## src/rtl/lpsd_pkg.sv

```systemverilog
// ----------------------------------------------------------------------------
// lpsd_pkg
// Shared types and constants of the length-prefixed string deframer.
// ----------------------------------------------------------------------------
package lpsd_pkg;

  localparam int unsigned ByteW = 8;
  localparam int unsigned SizeW = 17;

  // ASCII code of the digit zero and the radix of the length field.
  localparam logic [ByteW-1:0] AsciiZero = 8'd48;
  localparam logic [ByteW-1:0] AsciiNine = 8'd57;
  localparam int unsigned      Radix     = 10;

  // Length and frame size saturate at the largest 17-bit value.
  localparam logic [SizeW-1:0] SizeSat = {SizeW{1'b1}};

  // Frame parsing phase.
  typedef enum logic [1:0] {
    PH_PREFIX  = 2'd0,
    PH_DIGITS  = 2'd1,
    PH_PAYLOAD = 2'd2
  } phase_e;

  // One result item.
  typedef struct packed {
    logic [ByteW-1:0] data;
    logic             last;
    logic             empty;
    logic [SizeW-1:0] size;
    logic             error;
  } res_t;

endpackage

```

## src/rtl/length_prefixed_string_deframer_core.sv

```systemverilog
// ----------------------------------------------------------------------------
// length_prefixed_string_deframer_core
// Splits a byte stream of frames, each a prefix digit, that many decimal
// length digits and a payload, into payload bytes with last and size marks.
// ----------------------------------------------------------------------------
//  Channel  Direction  Handshake            Payload
//  in       sink       in_valid/in_ready    in_byte
//  out      source     out_valid/out_ready  out_byte, out_last, out_empty,
//                                           frame_size, frame_error
//
// One byte is accepted per cycle while the skid stage is empty; its result,
// if any, is registered in the output register or, if that is held, the skid
// stage. The frame state and a single digit multiply-add sit between the
// input handshake and this two-entry output buffer, so a waiting result in
// the output register does not stall the next byte. Reset clears the frame
// state and empties both output entries; no clearing pass is needed.
// ----------------------------------------------------------------------------
module length_prefixed_string_deframer_core #(
  parameter int unsigned MAX_LEN_DIGITS = 5
) (
  input  logic                      clk_i,
  input  logic                      rst_ni,
  input  logic                      in_valid_i,
  output logic                      in_ready_o,
  input  logic [lpsd_pkg::ByteW-1:0] in_byte_i,
  output logic                      out_valid_o,
  input  logic                      out_ready_i,
  output logic [lpsd_pkg::ByteW-1:0] out_byte_o,
  output logic                      out_last_o,
  output logic                      out_empty_o,
  output logic [lpsd_pkg::SizeW-1:0] frame_size_o,
  output logic                      frame_error_o
);
  import lpsd_pkg::*;

  localparam int unsigned DlW = $clog2(MAX_LEN_DIGITS + 1);
  localparam int unsigned HbW = $clog2(MAX_LEN_DIGITS + 2);
  localparam int unsigned MulW = SizeW + 4;
  localparam logic [ByteW-1:0] PrefixMin = 8'(AsciiZero + 8'd1);
  localparam logic [ByteW-1:0] PrefixMax = 8'(AsciiZero + MAX_LEN_DIGITS);
  localparam logic [SizeW-1:0] AccLimit  = SizeW'(SizeSat / Radix);

  // Frame state.
  phase_e           phase_q, phase_d;
  logic [DlW-1:0]   digits_left_q, digits_left_d;
  logic [SizeW-1:0] length_accum_q, length_accum_d;
  logic [SizeW-1:0] payload_left_q, payload_left_d;
  logic [HbW-1:0]   header_bytes_q, header_bytes_d;

  // Output buffer.
  res_t out_q, skid_q, res;
  logic out_valid_q, skid_valid_q;
  logic res_valid;

  logic in_fire, out_fire;
  logic is_digit, is_prefix;
  logic [ByteW-1:0] digit_val;
  logic [MulW-1:0]  accum_x10, accum_sum;
  logic [SizeW-1:0] accum_next;
  logic [DlW-1:0]   digits_dec;
  logic [SizeW-1:0] payload_dec;
  logic [SizeW:0]   size_sum;
  logic [SizeW-1:0] size_sat;

  assign in_ready_o = !skid_valid_q;
  assign in_fire    = in_valid_i && in_ready_o;
  assign out_fire   = out_valid_q && out_ready_i;

  // Byte classification and the length digit multiply-add.
  assign is_digit  = (in_byte_i >= AsciiZero) && (in_byte_i <= AsciiNine);
  assign is_prefix = (in_byte_i >= PrefixMin) && (in_byte_i <= PrefixMax);
  assign digit_val = in_byte_i - AsciiZero;
  assign accum_x10 = {1'b0, length_accum_q, 3'b000} + {3'b000, length_accum_q, 1'b0};
  assign accum_sum = accum_x10 + MulW'(digit_val[3:0]);
  assign accum_next = ((length_accum_q > AccLimit) || (accum_sum > MulW'(SizeSat))) ?
                      SizeSat : accum_sum[SizeW-1:0];

  assign digits_dec  = (digits_left_q != '0) ? digits_left_q - 1'b1 : digits_left_q;
  assign payload_dec = (payload_left_q != '0) ? payload_left_q - 1'b1 : payload_left_q;

  // Frame size with saturation.
  assign size_sum = {1'b0, length_accum_q} + (SizeW + 1)'(header_bytes_q);
  assign size_sat = size_sum[SizeW] ? SizeSat : size_sum[SizeW-1:0];

  // Next phase.
  always_comb begin
    phase_d = phase_q;
    case (phase_q)
      PH_DIGITS: begin
        if (!is_digit) begin
          phase_d = PH_PREFIX;
        end else if (digits_dec == '0) begin
          phase_d = (accum_next == '0) ? PH_PREFIX : PH_PAYLOAD;
        end
      end
      PH_PAYLOAD: begin
        if (payload_dec == '0) begin
          phase_d = PH_PREFIX;
        end
      end
      default: begin
        phase_d = is_prefix ? PH_DIGITS : PH_PREFIX;
      end
    endcase
  end

  // Datapath updates and the result of the current byte.
  always_comb begin
    digits_left_d  = digits_left_q;
    length_accum_d = length_accum_q;
    payload_left_d = payload_left_q;
    header_bytes_d = header_bytes_q;
    res            = '0;
    res_valid      = 1'b0;
    case (phase_q)
      PH_DIGITS: begin
        if (!is_digit) begin
          digits_left_d  = '0;
          length_accum_d = '0;
          res.error      = 1'b1;
          res_valid      = 1'b1;
        end else begin
          length_accum_d = accum_next;
          digits_left_d  = digits_dec;
          if (digits_dec == '0) begin
            if (accum_next == '0) begin
              res.last  = 1'b1;
              res.empty = 1'b1;
              res.size  = SizeW'(header_bytes_q);
              res_valid = 1'b1;
            end else begin
              payload_left_d = accum_next;
            end
          end
        end
      end
      PH_PAYLOAD: begin
        payload_left_d = payload_dec;
        res.data       = in_byte_i;
        res_valid      = 1'b1;
        if (payload_dec == '0) begin
          res.last = 1'b1;
          res.size = size_sat;
        end
      end
      default: begin
        if (is_prefix) begin
          digits_left_d  = digit_val[DlW-1:0];
          header_bytes_d = HbW'(digit_val[3:0]) + 1'b1;
          length_accum_d = '0;
          payload_left_d = '0;
        end else begin
          res.error = 1'b1;
          res_valid = 1'b1;
        end
      end
    endcase
  end

  // Frame state registers, updated on each accepted transaction.
  always_ff @(posedge clk_i or negedge rst_ni) begin
    if (!rst_ni) begin
      phase_q        <= PH_PREFIX;
      digits_left_q  <= '0;
      length_accum_q <= '0;
      payload_left_q <= '0;
      header_bytes_q <= '0;
    end else if (in_fire) begin
      phase_q        <= phase_d;
      digits_left_q  <= digits_left_d;
      length_accum_q <= length_accum_d;
      payload_left_q <= payload_left_d;
      header_bytes_q <= header_bytes_d;
    end
  end

  // Output register and skid stage valid flags.
  always_ff @(posedge clk_i or negedge rst_ni) begin
    if (!rst_ni) begin
      out_valid_q  <= 1'b0;
      skid_valid_q <= 1'b0;
    end else if (skid_valid_q) begin
      if (out_fire) begin
        skid_valid_q <= 1'b0;
      end
    end else if (in_fire && res_valid) begin
      if (out_valid_q && !out_fire) begin
        skid_valid_q <= 1'b1;
      end else begin
        out_valid_q <= 1'b1;
      end
    end else if (out_fire) begin
      out_valid_q <= 1'b0;
    end
  end

  // Output register and skid stage payload.
  always_ff @(posedge clk_i) begin
    if (skid_valid_q) begin
      if (out_fire) begin
        out_q <= skid_q;
      end
    end else if (in_fire && res_valid) begin
      if (out_valid_q && !out_fire) begin
        skid_q <= res;
      end else begin
        out_q <= res;
      end
    end
  end

  assign out_valid_o   = out_valid_q;
  assign out_byte_o    = out_q.data;
  assign out_last_o    = out_q.last;
  assign out_empty_o   = out_q.empty;
  assign frame_size_o  = out_q.size;
  assign frame_error_o = out_q.error;

endmodule

```

## config.mk

```make
export PLATFORM = sky130hd
export DESIGN_NAME = length_prefixed_string_deframer_core
export DESIGN_NICKNAME = d
export VERILOG_FILES = /design/src/rtl/lpsd_pkg.sv /design/src/rtl/length_prefixed_string_deframer_core.sv
export SDC_FILE = /design/constraint.sdc
export NUM_CORES = 1
export LEC_CHECK = 0
export CAP_MARGIN = 10
export CORE_ASPECT_RATIO = 0.75
export CORE_MARGIN = 5
export CORE_UTILIZATION = 35
export DETAILED_ROUTE_END_ITERATION = 6
export DONT_BUFFER_PORTS = 1
export PLACE_DENSITY = 0.51
export SYNTH_ARGS = -nofsm -noshare
export SYNTH_HDL_FRONTEND = slang
export SYNTH_SLANG_ARGS = --single-unit
```

## constraint.sdc

```tcl
create_clock -name clk_i -period 9.4 [get_ports clk_i]
set_input_delay 0 -clock clk_i [delete_from_list [all_inputs] [get_ports clk_i]]
set_output_delay 0 -clock clk_i [all_outputs]
set_load 0.02 [all_outputs]
```

==> results of run 1 <==
-- per-layer routing --
metal	vias up	wire length [um]	global-route usage (%)
met5	-	0	0
met4	0	239	3.19
met3	23	1250	4.15
met2	221	7810	25.3
met1	2708	9490	25.8
li1	2629	-	-
-- worst max-delay path, cell delays in order, from the launching register on --
cell and delay, ns:
dfrtp_1 0.41, inv_1 0.08, fa_1 0.50, inv_1 0.07, fa_1 0.46, a211oi_1 0.47, o21ai_1 0.21, a21boi_2 0.22
o21ai_0 0.14, xnor2_1 0.15, nand3_1 0.31, nor4_4 0.59, o41ai_1 0.24, nor3b_2 0.62, buf_4 0.40
-- registers in the layout (all words and copies together), names as in the netlist --
name	flops
frame_size_o	17
payload_left_q	17
out_empty_o	1
phase_q	2
skid_q	28
out_byte_o	8
header_bytes_q	3
digits_left_q	3
out_valid_o	1
length_accum_q	17
skid_valid_q	1
frame_error_o	1
out_last_o	1
-- layout make-up --
type	count	area [um^2]
fillers	1897	11700
multi-input cells	542	3720
flip-flops and latches	100	2780
well taps	253	317
clock buffers	9	225
repair buffers	19	190
inverters	36	135
clock inverters	7	80.1
-- layout by cell type, fill, tap and decap left out, types with 15 or more instances in the layout --
cell type  synthesis  layout
ha_1              45      45
nor2_1            73      73
o31ai_1           21      21
nand3_1           23      23
edfxtp_1          56      56
a21oi_1           36      36
a22o_1            15      15
inv_1             34      34
o21ai_0           28      28
dfrtp_1           44      44
nand2_1           76      76
xnor2_1           23      23
-- power by group through the flow --
stage / clock (mW) / combinational [mW] / sequential [mW]
2_1_floorplan: 0 / 0.247 / 0.680
3_3_place_gp: 0 / 0.312 / 0.691
3_5_place_dp: 0 / 0.318 / 0.696
4_1_cts: 0.396 / 0.331 / 0.686
5_1_grt: 0.415 / 0.368 / 0.695
6_report: 0.384 / 0.330 / 0.683
-- logic make-up (layout without fill, tap and decap cells) --
family                     after synthesis  after routing  synth area share (%)
DFF                                    100            100                  41.1
and+or+nand+nor                        261            261                  19.2
buffers and inverters                   70             71                  4.14
AOI/OAI and AO/OA                      184            184                  19.4
muxes                                   18             18                  2.92
adders and majority gates               48             48                  9.21
xor gates and xnor gates                31             31                  4.01
-- path summary, 6_finish.rpt --
path / start / endpoint / slack, ns / depth (start not counted)
min in group asynchronous: rst_ni / digits_left_q[0] / 0.15 / 2
max in group asynchronous: rst_ni / length_accum_q[15] / 9.03 / 2
worst min-delay path: in_valid_i / phase_q[1] / 0.07 / 3
worst max register to register: length_accum_q[0] / skid_q[19] / 4.19 / 14
worst max-delay path: length_accum_q[0] / skid_q[19] / 4.19 / 14
worst min register to register: phase_q[1] / phase_q[1] / 0.51 / 2
-- through the flow --
| stage | worst slack [ns] | utilization [%] | instance area, um^2 | instances | total power [mW] |
|---|---|---|---|---|---|
| 4_1_cts | 4.23 | 38.9 | 7450 | 966 | 1.41 |
| 3_5_place_dp | 4.31 | 36.6 | 7010 | 938 | 1.01 |
| 6_report | 4.19 | 38.9 | 7450 | 966 | 1.40 |
| 5_1_grt | 3.86 | 38.9 | 7450 | 966 | 1.48 |
| 2_1_floorplan | 3.59 | - | 6770 | 712 | 0.926 |
| 3_3_place_gp | 4.47 | 36.6 | 7010 | 938 | 1.00 |
==> run summary, run 1 <==
Power and ir drop
• Net Switching: 0.522 mW
• relative contribution of sequential cells to total power: 48.9%
• power density normalized to cell area: 188 mW/mm^2
• portion of total power attributed to combinational logic: 23.6%
• Cell Int Power: 0.876 mW
• leakage power summed over all cells: 3.05 nW
• Net Sw Frac: 37.4%
• clock network fraction of total power: 27.5%
• worst vdd ir: 0.155 mV

Routing
• number of search-and-repair iterations in the first detailed-routing pass: 5
• DRC marker count from the first detailed-route iteration: 441
• average wire length per cell after detail routing: 19.5 um
• final antenna-violating net count: 0
• residual DRC count: 0
• detailed-route via count: 5581
• total length of routed wires: 18800 um
• via density per instance: 5.78

Synth
• Synth Cell Area: 0.00677 mm^2
• dominant cell by count in the synthesized netlist: nand2_1
• syn_nets: 772
• main flop type after synthesis: edfxtp_1
• Cell variety after synth: 78
• Post-synth EDFFs: 56
• number of warnings issued by yosys: 0
• Yosys top cell area share: 24.8%
• top post-synthesis cells by area: edfxtp_1, dfrtp_1, ha_1, nand2_1, nor2_1
• Cells after Synth: 712
• cell accounting for the most synthesized area: edfxtp_1
• Syn Area/Cell: 9.51 um^2
• count of state elements after synthesis: 100
• Async S/R FF share, synth: 44.0%
• Post-synth top cells: nand2_1, nor2_1, edfxtp_1
• register area share after synthesis: 41.1%

Timing
• fin. max-slew vios: 0
• count of final hold-check violations: 0
• worst relative slew slack: 30.6%
• worst slew pin tran: 1.04 ns
• unrepaired setup endpoints after global routing: no
• f_max: 0.192 GHz
• worst hold slack: 0.0673 ns
• final setup fails: 0
• summed negative setup slack over all endpoints: 0 ns
• post-layout minimum cycle time: 5.21 ns
• Final period util: 55.4%
• final worst clock skew: 0.0163 ns

Clocking
• register clock-pin slew on the reported worst setup and hold paths: 0.09 ns
• number of buffers on the longest clock path: 2
• total setup buffers inserted after CTS: 0
• total CTS buffers: 9
• clock tree from TritonCTS: built
• TritonCTS sink count: 100
• root cell of the clock tree: clkbuf_16
• # resized after CTS: 0
• Post-CTS Hold Buffers: 12
• H-tree depth: 3
• clock network latency to the later pin of the worst-skew pair: 0.37 ns

Setup path
• nature of the critical path endpoint: flip-flop
• CP required: 9.44 ns
• Worst Setup Path Type: reg -> reg
• maximum fanout along the worst path: 20
• startpoint type of the worst setup path: flip-flop
• arrival time at the worst endpoint: 5.25 ns

Cells and area
• layout cells sized above 1: 8.42%
• antenna diode count: 0
• number of nets in the layout: 768
• Area growth, synth to finish: 10.1%

Placed design
• detailed-placement wirelength estimate: 13900 um
• GPL Wtd Cong: 0.899
• count of buffers inserted at the top-level ports: 0

Floorplanning
• x dimension of the die: 171 um
• IO Pins: 42
• Core Footprint: 0.0192 mm^2
• Total Die Area: 0.0222 mm^2
• num rows: 44
• Initial Utilization: 35.3%
• Chip Height: 130 um

GRT
• global route overflow: 0
• number of antenna violations at the first check in global routing: 0
• gr usage total: 17.1%
• pin count of the biggest net entering global routing: 45
• wire length of the first global-routing pass: 30100 um
• number of global-route vias before repair: 5261

Worst hold path
• type of the worst min-delay path: in -> reg

Run
• number of max-cap violations: 0

Run status
• result of the run: completed

No activity file was read; power rests on OpenSTA's default activity.
==> inputs of run 2 (changes only) <==
--- a/config.mk
+++ b/config.mk
@@ -5,13 +5,14 @@
 export SDC_FILE = /design/constraint.sdc
 export NUM_CORES = 1
 export LEC_CHECK = 0
+export ABC_AREA = 1
 export CAP_MARGIN = 10
 export CORE_ASPECT_RATIO = 0.75
 export CORE_MARGIN = 5
 export CORE_UTILIZATION = 35
 export DETAILED_ROUTE_END_ITERATION = 6
 export DONT_BUFFER_PORTS = 1
-export PLACE_DENSITY = 0.51
+export PLACE_DENSITY = 0.53
 export SYNTH_ARGS = -nofsm -noshare
 export SYNTH_HDL_FRONTEND = slang
 export SYNTH_SLANG_ARGS = --single-unit
==> constraint.sdc (replaced) <==
create_clock -name clk_i -period 4.2 [get_ports clk_i]
set_input_delay 0 -clock clk_i [delete_from_list [all_inputs] [get_ports clk_i]]
set_output_delay 0 -clock clk_i [all_outputs]
set_load 0.02 [all_outputs]
==> run summary, run 2 <==
Synth
• Cell variety after synth: 50
• register area share after synthesis: 38.6%
• number of warnings issued by yosys: 0
• Post-synth top cells: nand2_1, inv_1, nor2_1
• Post-synth EDFFs: 56
• top post-synthesis cells by area: edfxtp_1, dfrtp_1, nand2_1, ha_1, inv_1
• main flop type after synthesis: edfxtp_1
• Syn Area/Cell: 7.49 um^2
• Yosys top cell area share: 23.4%
• Async S/R FF share, synth: 44.0%
• cell accounting for the most synthesized area: edfxtp_1
• Synth Cell Area: 0.00720 mm^2
• dominant cell by count in the synthesized netlist: nand2_1
• syn_nets: 1021
• Cells after Synth: 961
• count of state elements after synthesis: 100

Setup path
• arrival time at the worst endpoint: 3.78 ns
• RR Startpoint: length_accum_q[0]
• crit-path leading delay family: simple AND/OR/NAND/NOR gates
• dominant cell type by count on the critical path: nand2_1
• sequence of cells on the critical path: inv_1 -> fa_1 -> inv_1 -> fa_1 -> nand2_1 -> nand2_1 -> and2_4 -> nand2_1 -> nand2_2 -> nand2_1 -> nand2_1 -> nand2_1 -> nand2_1 -> nor2_1 -> nand4_1 -> nor2_4 -> nand2_1 -> nand2_1 -> nand2_1 -> nor2_2 -> buf_4
• CP bufs+invs: 3
• stage delay of the slowest cell on the critical path: 0.51 ns
• Worst Setup Path Type: reg -> reg
• startpoint type of the worst setup path: flip-flop
• startpoint of the worst setup timing path: length_accum_q[0]
• critical-path cell with the highest stage delay: fa_1
• maximum fanout along the worst path: 23
• CP required: 4.22 ns
• nature of the critical path endpoint: flip-flop

Timing
• worst slew pin tran: 0.597 ns
• summed negative setup slack over all endpoints: 0 ns
• unrepaired setup endpoints after global routing: no
• worst hold slack: 0.0232 ns
• post-layout minimum cycle time: 3.76 ns
• count of final hold-check violations: 0
• final setup fails: 0
• worst relative slew slack: 60.2%
• Final period util: 89.6%
• f_max: 0.266 GHz
• fin. max-slew vios: 0
• final worst clock skew: 0.0115 ns
• Setup WS post-layout: 0.438 ns

Placed design
• detailed-placement wirelength estimate: 15600 um
• GPL Wtd Cong: 0.874
• worst-case setup slack after placement: 0.465 ns
• count of buffers inserted at the top-level ports: 0

Cells and area
• most used cells in the layout excluding fill and tap cells: nand2_1, inv_1, nor2_1, nand3_1, edfxtp_1
• most common cell after layout, fill and taps aside: nand2_1
• antenna diode count: 0
• flip-flop count of the largest register, all copies and words added: 28
• Area growth, synth to finish: 10.1%
• total of fill cells in the finished design: 2129
• number of nets in the layout: 1030
• Most flops, register: skid_q
• layout cells sized above 1: 6.46%

Routing
• final antenna-violating net count: 0
• via density per instance: 5.06
• average wire length per cell after detail routing: 16.1 um
• number of search-and-repair iterations in the first detailed-routing pass: 5
• residual DRC count: 0
• total length of routed wires: 19900 um
• detailed-route via count: 6238
• DRC marker count from the first detailed-route iteration: 508

Run status
• result of the run: completed

Clocking
• number of buffers on the longest clock path: 2
• H-tree depth: 3
• root cell of the clock tree: clkbuf_16
• # resized after CTS: 0
• register clock-pin slew on the reported worst setup and hold paths: 0.08 ns
• clock network latency to the later pin of the worst-skew pair: 0.35 ns
• TritonCTS sink count: 100
• clock tree from TritonCTS: built
• total CTS buffers: 9

Floorplanning
• Initial Utilization: 35.6%
• Core Footprint: 0.0202 mm^2
• Total Die Area: 0.0236 mm^2
• IO Pins: 42
• Chip Height: 134 um
• num rows: 45
• x dimension of the die: 176 um

GRT
• wire length of the first global-routing pass: 32000 um
• routing layer with the top usage in global route: met1
• pin count of the biggest net entering global routing: 45
• gr usage total: 16.9%
• GRT met3 Usage: 2.93%
• number of global-route vias before repair: 5765
• fraction of met2 tracks used by global routing: 23.5%
• number of antenna violations at the first check in global routing: 0
• met1 track utilization from global routing: 27.7%
• global route overflow: 0

Worst hold path
• type of the worst min-delay path: in -> reg
• Hold Path Origin: in_byte_i[1]

Run
• number of max-cap violations: 0

-- run 2: metal layers --
metal	up-vias	share of wire, %
met5	-	0
li1	3199	-
met4	0	0.50
met2	146	40
met1	2883	54
met3	10	5.3
-- run 2: final timing paths --
path | endpoint | slack (ns) | cells past startpoint
setup / recovery | skid_q[5] | 0.44 | 21
hold / removal | header_bytes_q[2] | 0.02 | 3
setup reg to reg | skid_q[5] | 0.44 | 21
hold reg to reg | payload_left_q[1] | 0.53 | 2
max in group asynchronous | length_accum_q[9] | 3.82 | 2
min in group asynchronous | payload_left_q[1] | 0.13 | 2
-- run 2: worst register-to-register path, stage by stage, from the launching register on --
cell and delay [ns]:
dfrtp_1 0.39, inv_1 0.09, fa_1 0.51, inv_1 0.07, fa_1 0.47, nand2_1 0.11, nand2_1 0.07, and2_4 0.15
nand2_1 0.07, nand2_2 0.07, nand2_1 0.08, nand2_1 0.05, nand2_1 0.06, nand2_1 0.05, nor2_1 0.11, nand4_1 0.14
nor2_4 0.18, nand2_1 0.10, nand2_1 0.08, nand2_1 0.12, nor2_2 0.13, buf_4 0.32
-- run 2: layout make-up --
cell class              count  area (um^2)  area share (%)
multi-input cells         698         3780            47.7
flip-flops and latches    100         2780            35.1
inverters                 137          514            6.49
well taps                 258          323            4.07
repair buffers             24          238            3.00
clock buffers               9          225            2.84
clock inverters             7         66.3           0.836
-- run 2: cells by family (layout without fill, tap and decap cells) --
kind of cell | Yosys count | in the layout | synth area share (%)
AO/OA/AOI/OAI | 107 | 107 | 8.51
flip-flops | 100 | 100 | 38.6
XOR/XNOR | 24 | 24 | 3.02
AND/OR/NAND/NOR | 519 | 519 | 32.2
adder cells (fa/ha/maj) | 48 | 48 | 8.65
buffers and inverters | 163 | 177 | 8.95
-- run 2: per-stage QoR --
| stage | utilization, % | cells | area (um^2) |
|---|---|---|---|
| 6_report | 39.2 | 1233 | 7930 |
| 5_1_grt | 39.2 | 1233 | 7930 |
| 4_1_cts | 39.2 | 1233 | 7930 |
| 3_5_place_dp | 37.2 | 1206 | 7510 |
| 3_3_place_gp | 37.2 | 1206 | 7510 |
| 2_1_floorplan | - | 961 | 7210 |
-- run 2: timing repair --
action | in CTS | in global routing
hold buffers | 11 | 0
setup buffers | 0 | 0
hold endpoints to repair | 68 | 0
endpoints found under the setup margin | 0 | 0
Power of run 2 is left out: the tool's default activity adds up to more than one toggle a clock period on the data nets, which glitch-free logic cannot reach.
==> inputs of run 3 (changes only) <==
--- a/config.mk
+++ b/config.mk
@@ -12,7 +12,6 @@
 export CORE_UTILIZATION = 35
 export DETAILED_ROUTE_END_ITERATION = 6
 export DONT_BUFFER_PORTS = 1
-export PLACE_DENSITY = 0.53
 export SYNTH_ARGS = -nofsm -noshare
 export SYNTH_HDL_FRONTEND = slang
 export SYNTH_SLANG_ARGS = --single-unit
==> constraint.sdc (replaced) <==
create_clock -name clk_i -period 4.2 [get_ports clk_i]
set_input_delay 1.26 -clock clk_i [delete_from_list [all_inputs] [get_ports clk_i]]
set_output_delay 1.26 -clock clk_i [all_outputs]
set_load 0.02 [all_outputs]
==> run summary, run 3 (synthesized netlist as in run 2, its figures left out) <==
Clocking
• TritonCTS sink count: 100
• clock network latency to the later pin of the worst-skew pair: 0.36 ns
• register clock-pin slew on the reported worst setup and hold paths: 0.07 ns
• number of buffers on the longest clock path: 2
• total CTS buffers: 9
• Post-CTS Hold Buffers: 0
• clock tree from TritonCTS: built
• # resized after CTS: 0
• total setup buffers inserted after CTS: 0
• H-tree depth: 3
• root cell of the clock tree: clkbuf_16

Routing
• average wire length per cell after detail routing: 15.4 um
• final antenna-violating net count: 0
• total length of routed wires: 19000 um
• number of search-and-repair iterations in the first detailed-routing pass: 6
• DRC marker count from the first detailed-route iteration: 532
• residual DRC count: 0
• via density per instance: 5.07
• detailed-route via count: 6267

Floorplanning
• IO Pins: 42
• num rows: 45
• Total Die Area: 0.0236 mm^2
• Chip Height: 134 um
• x dimension of the die: 176 um
• Core Footprint: 0.0202 mm^2
• Initial Utilization: 35.6%

Setup path
• arrival time at the worst endpoint: 3.95 ns
• cell count of the worst reg-to-reg path: 20
• CP required: 4.25 ns
• Worst Setup Path Type: in -> reg
• startpoint of the worst setup timing path: in_byte_i[3]
• nature of the critical path endpoint: flip-flop
• maximum fanout along the worst path: 28
• startpoint type of the worst setup path: input pin
• end of the worst register-to-register path: frame_size_o[11]
• setup slack on the worst flop-to-flop path: 0.60 ns
• RR Startpoint: length_accum_q[0]
• Worst setup endpoint: frame_size_o[11]

Timing
• post-layout minimum cycle time: 3.90 ns
• worst slew pin tran: 0.644 ns
• summed negative setup slack over all endpoints: 0 ns
• worst relative slew slack: 56.9%
• final worst clock skew: 0.0117 ns
• count of final hold-check violations: 0
• final setup fails: 0
• f_max: 0.257 GHz
• Final period util: 92.8%
• unrepaired setup endpoints after global routing: no
• fin. max-slew vios: 0

Placed design
• detailed-placement wirelength estimate: 14700 um
• number of cells after detailed placement: 1219
• count of buffers inserted at the top-level ports: 0
• placed instance area: 0.00765 mm^2
• GPL Wtd Cong: 0.902

Run
• number of max-cap violations: 0

Cells and area
• most common cell after layout, fill and taps aside: nand2_1
• total area of multi-input combinational cells: 0.00380 mm^2
• layout cells sized above 1: 8.29%
• post-route cell area: 0.00794 mm^2
• total of fill cells in the finished design: 2075
• number of nets in the layout: 1032
• most used cells in the layout excluding fill and tap cells: nand2_1, inv_1, nor2_1, nand3_1, edfxtp_1
• Area growth, synth to finish: 10.3%
• flip-flop count of the largest register, all copies and words added: 28
• sequential cell area: 0.00278 mm^2
• antenna diode count: 0
• Post-Layout Cell Count: 1235
• utilization of the core after routing: 39.3%
• Most flops, register: skid_q

GRT
• number of global-route vias before repair: 5810
• pin count of the biggest net entering global routing: 45
• wire length of the first global-routing pass: 30900 um
• number of antenna violations at the first check in global routing: 0
• global route overflow: 0
• gr usage total: 16.2%

Run status
• result of the run: completed

Worst hold path
• type of the worst min-delay path: reg -> reg

-- run 3: changes by cell type in the layout (fill, tap and decap cells not counted), moves of 2 or more --
cell,change
nand2_1,-2
dlygate4sd3_1,-10
inv_8,-2
nand2_2,+2
inv_1,-2
buf_4,+12
-- run 3: worst min-delay path by stage --
stage                       from  depth (start not counted)  slack [ns]                 to
4_1_cts        payload_left_q[1]                          2        0.52  payload_left_q[1]
6_report       payload_left_q[1]                          2        0.51  payload_left_q[1]
3_3_place_gp   payload_left_q[1]                          2        0.50  payload_left_q[1]
2_1_floorplan  payload_left_q[1]                          2        0.47  payload_left_q[1]
3_5_place_dp   payload_left_q[1]                          2        0.50  payload_left_q[1]
5_1_grt                skid_q[0]                          2        0.55      frame_error_o
-- run 3: metrics by stage --
| stage | hold WS (ns) | setup WS [ns] |
|---|---|---|
| floorplan | 0.472 | -0.219 |
| global placement | 0.498 | -0.0141 |
| detailed placement | 0.498 | -0.0566 |
| CTS | 0.515 | 0.309 |
| global route | 0.552 | 0.112 |
| finish | 0.507 | 0.301 |
-- run 3: final cells by class --
cell class	instances	area share (%)
Clock buffer	10	2.88
Clock inverter	6	0.772
Inverter	137	6.57
Multi-Input combinational cell	698	47.9
Sequential cell	100	35.0
Tap cell	258	4.07
Timing Repair Buffer	26	2.77
-- run 3: metal layers --
metal | GRT usage (%) | share of wire (%) | vias up
met5 | 0 | 0 | -
met4 | 3.59 | 1.0 | 0
met3 | 2.34 | 5.1 | 15
met2 | 23.0 | 40 | 155
met1 | 25.7 | 53 | 2900
li1 | - | - | 3197
-- run 3: worst max-delay path: stages --
cell and delay (ns):
inv_8 0.01, fa_1 0.48, inv_2 0.05, fa_2 0.34
nand2_1 0.09, nand2_1 0.08, and2_4 0.16, nand2_2 0.05
nand2_2 0.05, buf_4 0.13, xor2_2 0.15, nand3_1 0.09
nor2_1 0.11, nand3_2 0.09, nor2_4 0.11, nand2_1 0.08
nand2_1 0.10, nand2_2 0.10, a21oi_4 0.18, buf_12 0.20
Power of run 3 is left out for the same reason.
